File: src/rtl/usd_pkg.sv
package usd_pkg;

    localparam int unsigned CP_W = 21;

    localparam logic [CP_W-1:0] REPLACEMENT_CHAR = 21'h00FFFD;

    // one queued entry: the results that one input byte causes
    // pair: a replacement character goes out first, then cp/bad with last set
    typedef struct packed {
        logic            pair;
        logic [CP_W-1:0] cp;
        logic            bad;
    } usd_item_t;

endpackage

File: src/rtl/usd_front.sv
module usd_front (
    input  logic               aclk,
    input  logic               aresetn,
    input  logic               cfg_wr_en,
    input  logic               cfg_wr_data,
    input  logic               in_valid,
    input  logic [7:0]         in_byte,
    input  logic               q_full,
    output logic               in_ready,
    output logic               q_push,
    output usd_pkg::usd_item_t q_item
);
    import usd_pkg::*;

    typedef struct packed {
        logic            emit;
        logic [CP_W-1:0] cp;
        logic            bad;
        logic [1:0]      pend;
        logic [CP_W-1:0] pval;
    } lead_t;

    logic            reject_reg;
    logic [1:0]      pend_reg, pend_next;
    logic [CP_W-1:0] pval_reg, pval_next;
    lead_t           lead;
    logic            is_cont;
    logic            emit;
    logic [1:0]      pend_dec;
    logic [CP_W-1:0] pval_shift;
    logic            take;

    function automatic lead_t decode_lead(input logic [7:0] b, input logic reject);
        lead_t r;
        r.emit = 1'b0;
        r.cp   = '0;
        r.bad  = 1'b0;
        r.pend = 2'd0;
        r.pval = '0;
        if (b[7] == 1'b0) begin
            r.emit = 1'b1;
            r.cp   = {{(CP_W-8){1'b0}}, b};
        end else if (b[6] == 1'b0) begin
            r.emit = 1'b1;
            r.cp   = REPLACEMENT_CHAR;
            r.bad  = 1'b1;
        end else if (b[5] == 1'b0) begin
            r.pend = 2'd1;
            r.pval = {{(CP_W-5){1'b0}}, b[4:0]};
        end else if (b[4] == 1'b0) begin
            r.pend = 2'd2;
            r.pval = {{(CP_W-4){1'b0}}, b[3:0]};
        end else if (b[3] == 1'b1 && reject) begin
            r.emit = 1'b1;
            r.cp   = REPLACEMENT_CHAR;
            r.bad  = 1'b1;
        end else begin
            r.pend = 2'd3;
            r.pval = {{(CP_W-3){1'b0}}, b[2:0]};
        end
        return r;
    endfunction

    assign lead       = decode_lead(in_byte, reject_reg);
    assign is_cont    = (in_byte[7:6] == 2'b10);
    assign pend_dec   = pend_reg - 2'd1;
    assign pval_shift = {pval_reg[CP_W-7:0], in_byte[5:0]};
    assign in_ready   = !q_full;
    assign take       = in_valid && in_ready;
    assign q_push     = take && emit;

    always_comb begin
        emit      = 1'b0;
        q_item    = '0;
        pend_next = pend_reg;
        pval_next = pval_reg;
        if (pend_reg == 2'd0) begin
            emit      = lead.emit;
            q_item.cp  = lead.cp;
            q_item.bad = lead.bad;
            pend_next = lead.pend;
            pval_next = lead.pval;
        end else if (is_cont) begin
            pend_next = pend_dec;
            if (pend_dec == 2'd0) begin
                emit       = 1'b1;
                q_item.cp  = pval_shift;
                pval_next  = '0;
            end else begin
                pval_next = pval_shift;
            end
        end else begin
            // sequence broken: replacement, then the byte restarts as a lead
            emit      = 1'b1;
            pend_next = lead.pend;
            pval_next = lead.pval;
            if (lead.emit) begin
                q_item.pair = 1'b1;
                q_item.cp   = lead.cp;
                q_item.bad  = lead.bad;
            end else begin
                q_item.cp  = REPLACEMENT_CHAR;
                q_item.bad = 1'b1;
            end
        end
    end

    always_ff @(posedge aclk) begin
        if (!aresetn) begin
            reject_reg <= 1'b1;
            pend_reg   <= 2'd0;
            pval_reg   <= '0;
        end else begin
            if (cfg_wr_en) begin
                reject_reg <= cfg_wr_data;
            end
            if (take) begin
                pend_reg <= pend_next;
                pval_reg <= pval_next;
            end
        end
    end

endmodule

File: src/rtl/usd_queue.sv
module usd_queue #(
    parameter int unsigned DEPTH = 4
) (
    input  logic               aclk,
    input  logic               aresetn,
    input  logic               push,
    input  usd_pkg::usd_item_t push_item,
    input  logic               pop,
    output logic               full,
    output logic               empty,
    output usd_pkg::usd_item_t head
);
    import usd_pkg::*;

    localparam int unsigned AW = (DEPTH > 1) ? $clog2(DEPTH) : 1;
    localparam int unsigned CW = $clog2(DEPTH + 1);
    localparam logic [AW-1:0] LAST_IDX = AW'(DEPTH - 1);
    localparam logic [CW-1:0] FULL_CNT = CW'(DEPTH);

    usd_item_t     slots_reg [DEPTH];
    logic [AW-1:0] wr_ptr_reg, rd_ptr_reg;
    logic [CW-1:0] count_reg;
    logic          do_push, do_pop;

    assign full    = (count_reg == FULL_CNT);
    assign empty   = (count_reg == '0);
    assign do_push = push && !full;
    assign do_pop  = pop && !empty;
    assign head    = slots_reg[rd_ptr_reg];

    always_ff @(posedge aclk) begin
        if (do_push) begin
            slots_reg[wr_ptr_reg] <= push_item;
        end
    end

    always_ff @(posedge aclk) begin
        if (!aresetn) begin
            wr_ptr_reg <= '0;
            rd_ptr_reg <= '0;
            count_reg  <= '0;
        end else begin
            if (do_push) begin
                wr_ptr_reg <= (wr_ptr_reg == LAST_IDX) ? '0 : wr_ptr_reg + 1'b1;
            end
            if (do_pop) begin
                rd_ptr_reg <= (rd_ptr_reg == LAST_IDX) ? '0 : rd_ptr_reg + 1'b1;
            end
            if (do_push && !do_pop) begin
                count_reg <= count_reg + 1'b1;
            end else if (do_pop && !do_push) begin
                count_reg <= count_reg - 1'b1;
            end
        end
    end

endmodule

File: src/rtl/usd_back.sv
module usd_back (
    input  logic               aclk,
    input  logic               aresetn,
    input  logic               q_empty,
    input  usd_pkg::usd_item_t q_head,
    output logic               q_pop,
    output logic               out_valid,
    input  logic               out_ready,
    output logic [usd_pkg::CP_W-1:0] out_cp,
    output logic               out_bad,
    output logic               out_last
);
    import usd_pkg::*;

    logic            valid_reg;
    logic [CP_W-1:0] cp_reg;
    logic            bad_reg;
    logic            last_reg;
    logic            second_reg;
    logic [CP_W-1:0] second_cp_reg;
    logic            second_bad_reg;
    logic            load;

    assign load  = !valid_reg || out_ready;
    assign q_pop = load && !second_reg && !q_empty;

    assign out_valid = valid_reg;
    assign out_cp    = cp_reg;
    assign out_bad   = bad_reg;
    assign out_last  = last_reg;

    always_ff @(posedge aclk) begin
        if (!aresetn) begin
            valid_reg  <= 1'b0;
            second_reg <= 1'b0;
        end else if (load) begin
            if (second_reg) begin
                valid_reg  <= 1'b1;
                second_reg <= 1'b0;
                cp_reg     <= second_cp_reg;
                bad_reg    <= second_bad_reg;
                last_reg   <= 1'b1;
            end else if (!q_empty) begin
                valid_reg <= 1'b1;
                if (q_head.pair) begin
                    cp_reg         <= REPLACEMENT_CHAR;
                    bad_reg        <= 1'b1;
                    last_reg       <= 1'b0;
                    second_reg     <= 1'b1;
                    second_cp_reg  <= q_head.cp;
                    second_bad_reg <= q_head.bad;
                end else begin
                    cp_reg   <= q_head.cp;
                    bad_reg  <= q_head.bad;
                    last_reg <= 1'b1;
                end
            end else begin
                valid_reg <= 1'b0;
            end
        end
    end

endmodule

File: src/rtl/utf8_stream_decoder.sv
// path: a byte that completes a character has its result written to the entry queue and
//   then registered in the output stage, which offers it
// throughput: one byte per cycle while the entry queue is not full; a byte that breaks a
//   sequence and yields two results is absorbed by the entry queue (QUEUE_DEPTH entries)
// reset: synchronous active-low aresetn clears decode state, queue and output;
//   reject_high_leads returns to 1
module utf8_stream_decoder #(
    parameter int unsigned QUEUE_DEPTH = 4
) (
    input  logic        aclk,
    input  logic        aresetn,
    // configuration: reject_high_leads
    input  logic        cfg_wr_en,
    input  logic        cfg_wr_data,
    // byte input
    input  logic        s_axis_tvalid,
    output logic        s_axis_tready,
    input  logic [7:0]  s_axis_tdata,   // [7:0] byte_in
    // decoded output
    output logic        m_axis_tvalid,
    input  logic        m_axis_tready,
    output logic [23:0] m_axis_tdata,   // [20:0] code_point, [23:21] zero
    output logic        m_axis_tuser,   // [0] malformed
    output logic        m_axis_tlast    // last result caused by one input byte
);
    import usd_pkg::*;

    usd_item_t       push_item;
    usd_item_t       head;
    logic            push;
    logic            pop;
    logic            q_full;
    logic            q_empty;
    logic [CP_W-1:0] out_cp;

    // front: decode state and byte classification, one byte per transfer
    usd_front u_front (
        .aclk        (aclk),
        .aresetn     (aresetn),
        .cfg_wr_en   (cfg_wr_en),
        .cfg_wr_data (cfg_wr_data),
        .in_valid    (s_axis_tvalid),
        .in_byte     (s_axis_tdata),
        .q_full      (q_full),
        .in_ready    (s_axis_tready),
        .q_push      (push),
        .q_item      (push_item)
    );

    // entries between front and back, so each side stalls on its own
    usd_queue #(
        .DEPTH (QUEUE_DEPTH)
    ) u_queue (
        .aclk      (aclk),
        .aresetn   (aresetn),
        .push      (push),
        .push_item (push_item),
        .pop       (pop),
        .full      (q_full),
        .empty     (q_empty),
        .head      (head)
    );

    // back: expands each entry into one or two output transfers
    usd_back u_back (
        .aclk      (aclk),
        .aresetn   (aresetn),
        .q_empty   (q_empty),
        .q_head    (head),
        .q_pop     (pop),
        .out_valid (m_axis_tvalid),
        .out_ready (m_axis_tready),
        .out_cp    (out_cp),
        .out_bad   (m_axis_tuser),
        .out_last  (m_axis_tlast)
    );

    assign m_axis_tdata = {3'b000, out_cp};

endmodule

File: config.mk
export PLATFORM = sky130hd
export DESIGN_NAME = utf8_stream_decoder
export DESIGN_NICKNAME = d
export VERILOG_FILES = /design/src/rtl/usd_pkg.sv /design/src/rtl/usd_front.sv /design/src/rtl/usd_queue.sv /design/src/rtl/usd_back.sv /design/src/rtl/utf8_stream_decoder.sv
export SDC_FILE = /design/constraint.sdc
export NUM_CORES = 1
export LEC_CHECK = 0
export BUFFER_PORTS_ARGS = -buffer_cell sky130_fd_sc_hd__buf_2
export CELL_PAD_IN_SITES_DETAIL_PLACEMENT = 1
export CELL_PAD_IN_SITES_GLOBAL_PLACEMENT = 2
export CORE_MARGIN = 10
export CORE_UTILIZATION = 40
export CTS_CLUSTER_DIAMETER = 100
export DETAILED_ROUTE_END_ITERATION = 16
export PLACE_DENSITY_LB_ADDON = 0.2
export SKIP_LAST_GASP = 1
export SYNTH_ARGS = -nofsm -noshare
export SYNTH_HDL_FRONTEND = slang
export SYNTH_SLANG_ARGS = --single-unit
File: constraint.sdc
create_clock -name aclk -period 2.8 [get_ports aclk]
set_clock_uncertainty 0.2 [all_clocks]
set_input_delay 0 -clock aclk [delete_from_list [all_inputs] [get_ports aclk]]
set_output_delay 0 -clock aclk [all_outputs]
set_load 0.02 [all_outputs]
==> impl_results.md <==
- Outcome: complete, no violations
- Synth cell count leaders: 137 x edfxtp_1, 47 x nand2_1, 29 x dfxtp_1
- Cell count after placement: 686
- GRT Util Overall: 12.7%
- Pins Over Slew Limit: 0
- Vias in the first global route: 4,001
- Post-synthesis register bit count: 166
- Clock tree buffer depth: 2
- Crit. End Element: flop
- Post-route minimum period: 2.67 ns
- Sum Neg Setup Slack: 0 ns
- CTS tree: built
- Clock Pin Slew Worst Setup and Hold Paths: 0.07 ns
- Async SR Flop Fraction: 0%
- Critical Path AT: 2.83 ns
- Fin. Hold Viols: 0
- Die ar.: 22,200 um2
- Layout Cells excl Fill: 739
- Initial antenna violation count: 0
- Cell count after synthesis: 436
- Yosys warns: 0
- WL final: 13,300 um
- GPL Wtd Cong: 0.773
- Leading area contributor after synthesis: edfxtp_1
- Largest register FFs: 92
- Initial Util: 40.5%
- Number of vias per cell: 5.09
- # port buffers: 38
- Sequential Area: 4690 um2
- Vias: 3,762
- CTS Sinks: 166
- HPWL Detailed: 8810 um
- Fmax: 374 MHz
- # diodes: 0
- Period utilization: 95.5%
- Layout Nets: 529
- Layout cells sized above 1: 23.1%
- Post-DRT Antenna Nets: 0
- Slew @ Worst Pin: 0.757 ns
- Library cells used by synthesis: 42
- Core region area: 16,500 um2
- Worst-Skew Late Latency: 0.43 ns
- Top_reg_cell synth: edfxtp_1
- CP required: 2.96 ns
- Hold Crit Class: in2reg
- H-tree levels: 4
- Cts bufs inserted: 17
- Clock Tree Root: clkbuf_16
- Residual DRC: 0
- Avg Cell Area, Syn: 15.3 um2
- First-pass GRT wire length: 21,900 um
- Cell Rows: 47
- Max-Cap Viols: 0
- Final setup viols: 0
- R2r startpoint: u_front.pend_reg[0]
- Largest net degree at the start of global routing: 48
- Chip height: 149 um
- Most numerous cell in the Yosys netlist: edfxtp_1
- CP Launch Type: flop
- Post-Syn Area: 6660 um2
- Routed len/inst: 18.1 um
- Hold slack: 0.275 ns
- Post-synth top area share: 61.7%
- Area grow syn2layout: 19.7%
- Hold Startpoint: s_axis_tdata[5]
- Crit-path max FO: 6
- RSZ-0062 raised after global routing: false
- DRT iter0 DRCs: 224
- DR pass1 iterations: 4
- IO Pins: 42
- CP startpoint: u_front.pend_reg[0]
- Power density over the cells: 956 nW/um2
- Number of synthesized flops with an enable pin: 137
- Worst slew margin relative to its limit: 49.0%
- CP Class: reg2reg
- # fillers: 1,630
- Post-synthesis sequential area ratio: 70.5%
- Area of the multi-input gates: 1830 um2
- Leakage power: 2.73 nW
- Area contributors post-synth: edfxtp_1 62%, dfxtp_1 8.7%, mux4_2 7.8%
- Overflow after GRT: 0
- Die width: 149 um
- VDD IR max: 0.429 mV
per-layer routing:
layer / vias to the layer above / GRT usage (%) / routed length (um)
li1: 1774 / - / -
met1: 1907 / 16.4 / 6170
met2: 59 / 20.0 / 6380
met3: 22 / 3.64 / 578
met4: 0 / 4.91 / 211
met5: - / 0 / 0
power by group:
group          total, W  switching, W  leakage [nW]  internal (W)
combinational   0.00187       0.00113         0.936      0.000747
sequential      0.00338      0.000126          1.50       0.00325
clock           0.00237      0.000965         0.293       0.00141
total           0.00762       0.00222          2.73       0.00540
through the flow:
step | util, % | total power, W | instance area [um2] | setup slack [ns]
floorplan | - | 0.00473 | 6700 | 0.0390
global placement | 43.5 | 0.00524 | 7160 | 0.214
detailed placement | 43.5 | 0.00532 | 7160 | 0.138
CTS | 48.4 | 0.00772 | 7980 | 0.124
global route | 48.4 | 0.00805 | 7980 | 0.0119
finish | 48.4 | 0.00762 | 7980 | 0.126
worst max-delay path, cell delays in order (launching register included):
cell	delay, ns
dfxtp_1	0.33
inv_2	0.08
ha_4	0.16
nor2_1	0.06
and2_1	0.19
a221oi_4	0.30
ha_2	0.23
inv_1	0.06
fa_2	0.38
xor2_1	0.17
or3_1	0.30
a21boi_1	0.14
cells in the final DEF, fill, tap and decap left out, types with 11 or more instances in the layout:
cell | netlist | layout
clkbuf_16 | 0 | 17
nand2_1 | 47 | 47
a21oi_1 | 15 | 15
buf_2 | 5 | 38
a22oi_1 | 11 | 11
nor2_1 | 22 | 21
mux4_2 | 23 | 23
edfxtp_1 | 137 | 137
dlygate4sd3_1 | 0 | 21
buf_4 | 5 | 14
o21ai_0 | 26 | 25
nor2b_1 | 16 | 16
dfxtp_1 | 29 | 29
final timing paths:
kind                               end  slack, ns  cells past startpoint
setup reg to reg  u_queue.count_reg[2]       0.13                     11
setup / recovery  u_queue.count_reg[2]       0.13                     11
hold reg to reg    u_front.pval_reg[3]       0.29                      2
hold / removal     u_front.pval_reg[5]       0.27                      4
layout make-up:
type / instances / area share (%)
clock buffers: 17 / 5.33
inverters: 8 / 0.377
clock inverters: 15 / 2.21
repair buffers: 75 / 6.84
well taps: 220 / 3.45
multi-input cells: 238 / 22.9
flip-flops and latches: 166 / 58.9
cell families (layout without fill, tap and decap cells):
kind of cell / Yosys count / in the layout / synth area share (%)
other cells: 1 / 3 / 0.0563
flops: 166 / 166 / 70.5
buf+inv: 34 / 115 / 2.52
compound gates: 74 / 74 / 7.21
simple gates: 121 / 121 / 9.01
fa+ha+maj: 9 / 9 / 1.80
mux: 29 / 29 / 8.68
xor+xnor: 2 / 2 / 0.263
what timing repair did:
action                                 CTS  global route
endpoints found under the hold margin   61             0
setup endpoints to repair                0             1
resized for setup                        0             1
hold buffers                            21             0
buffers inserted                         0             0
Note: power is estimated with default switching activity, not from simulation.
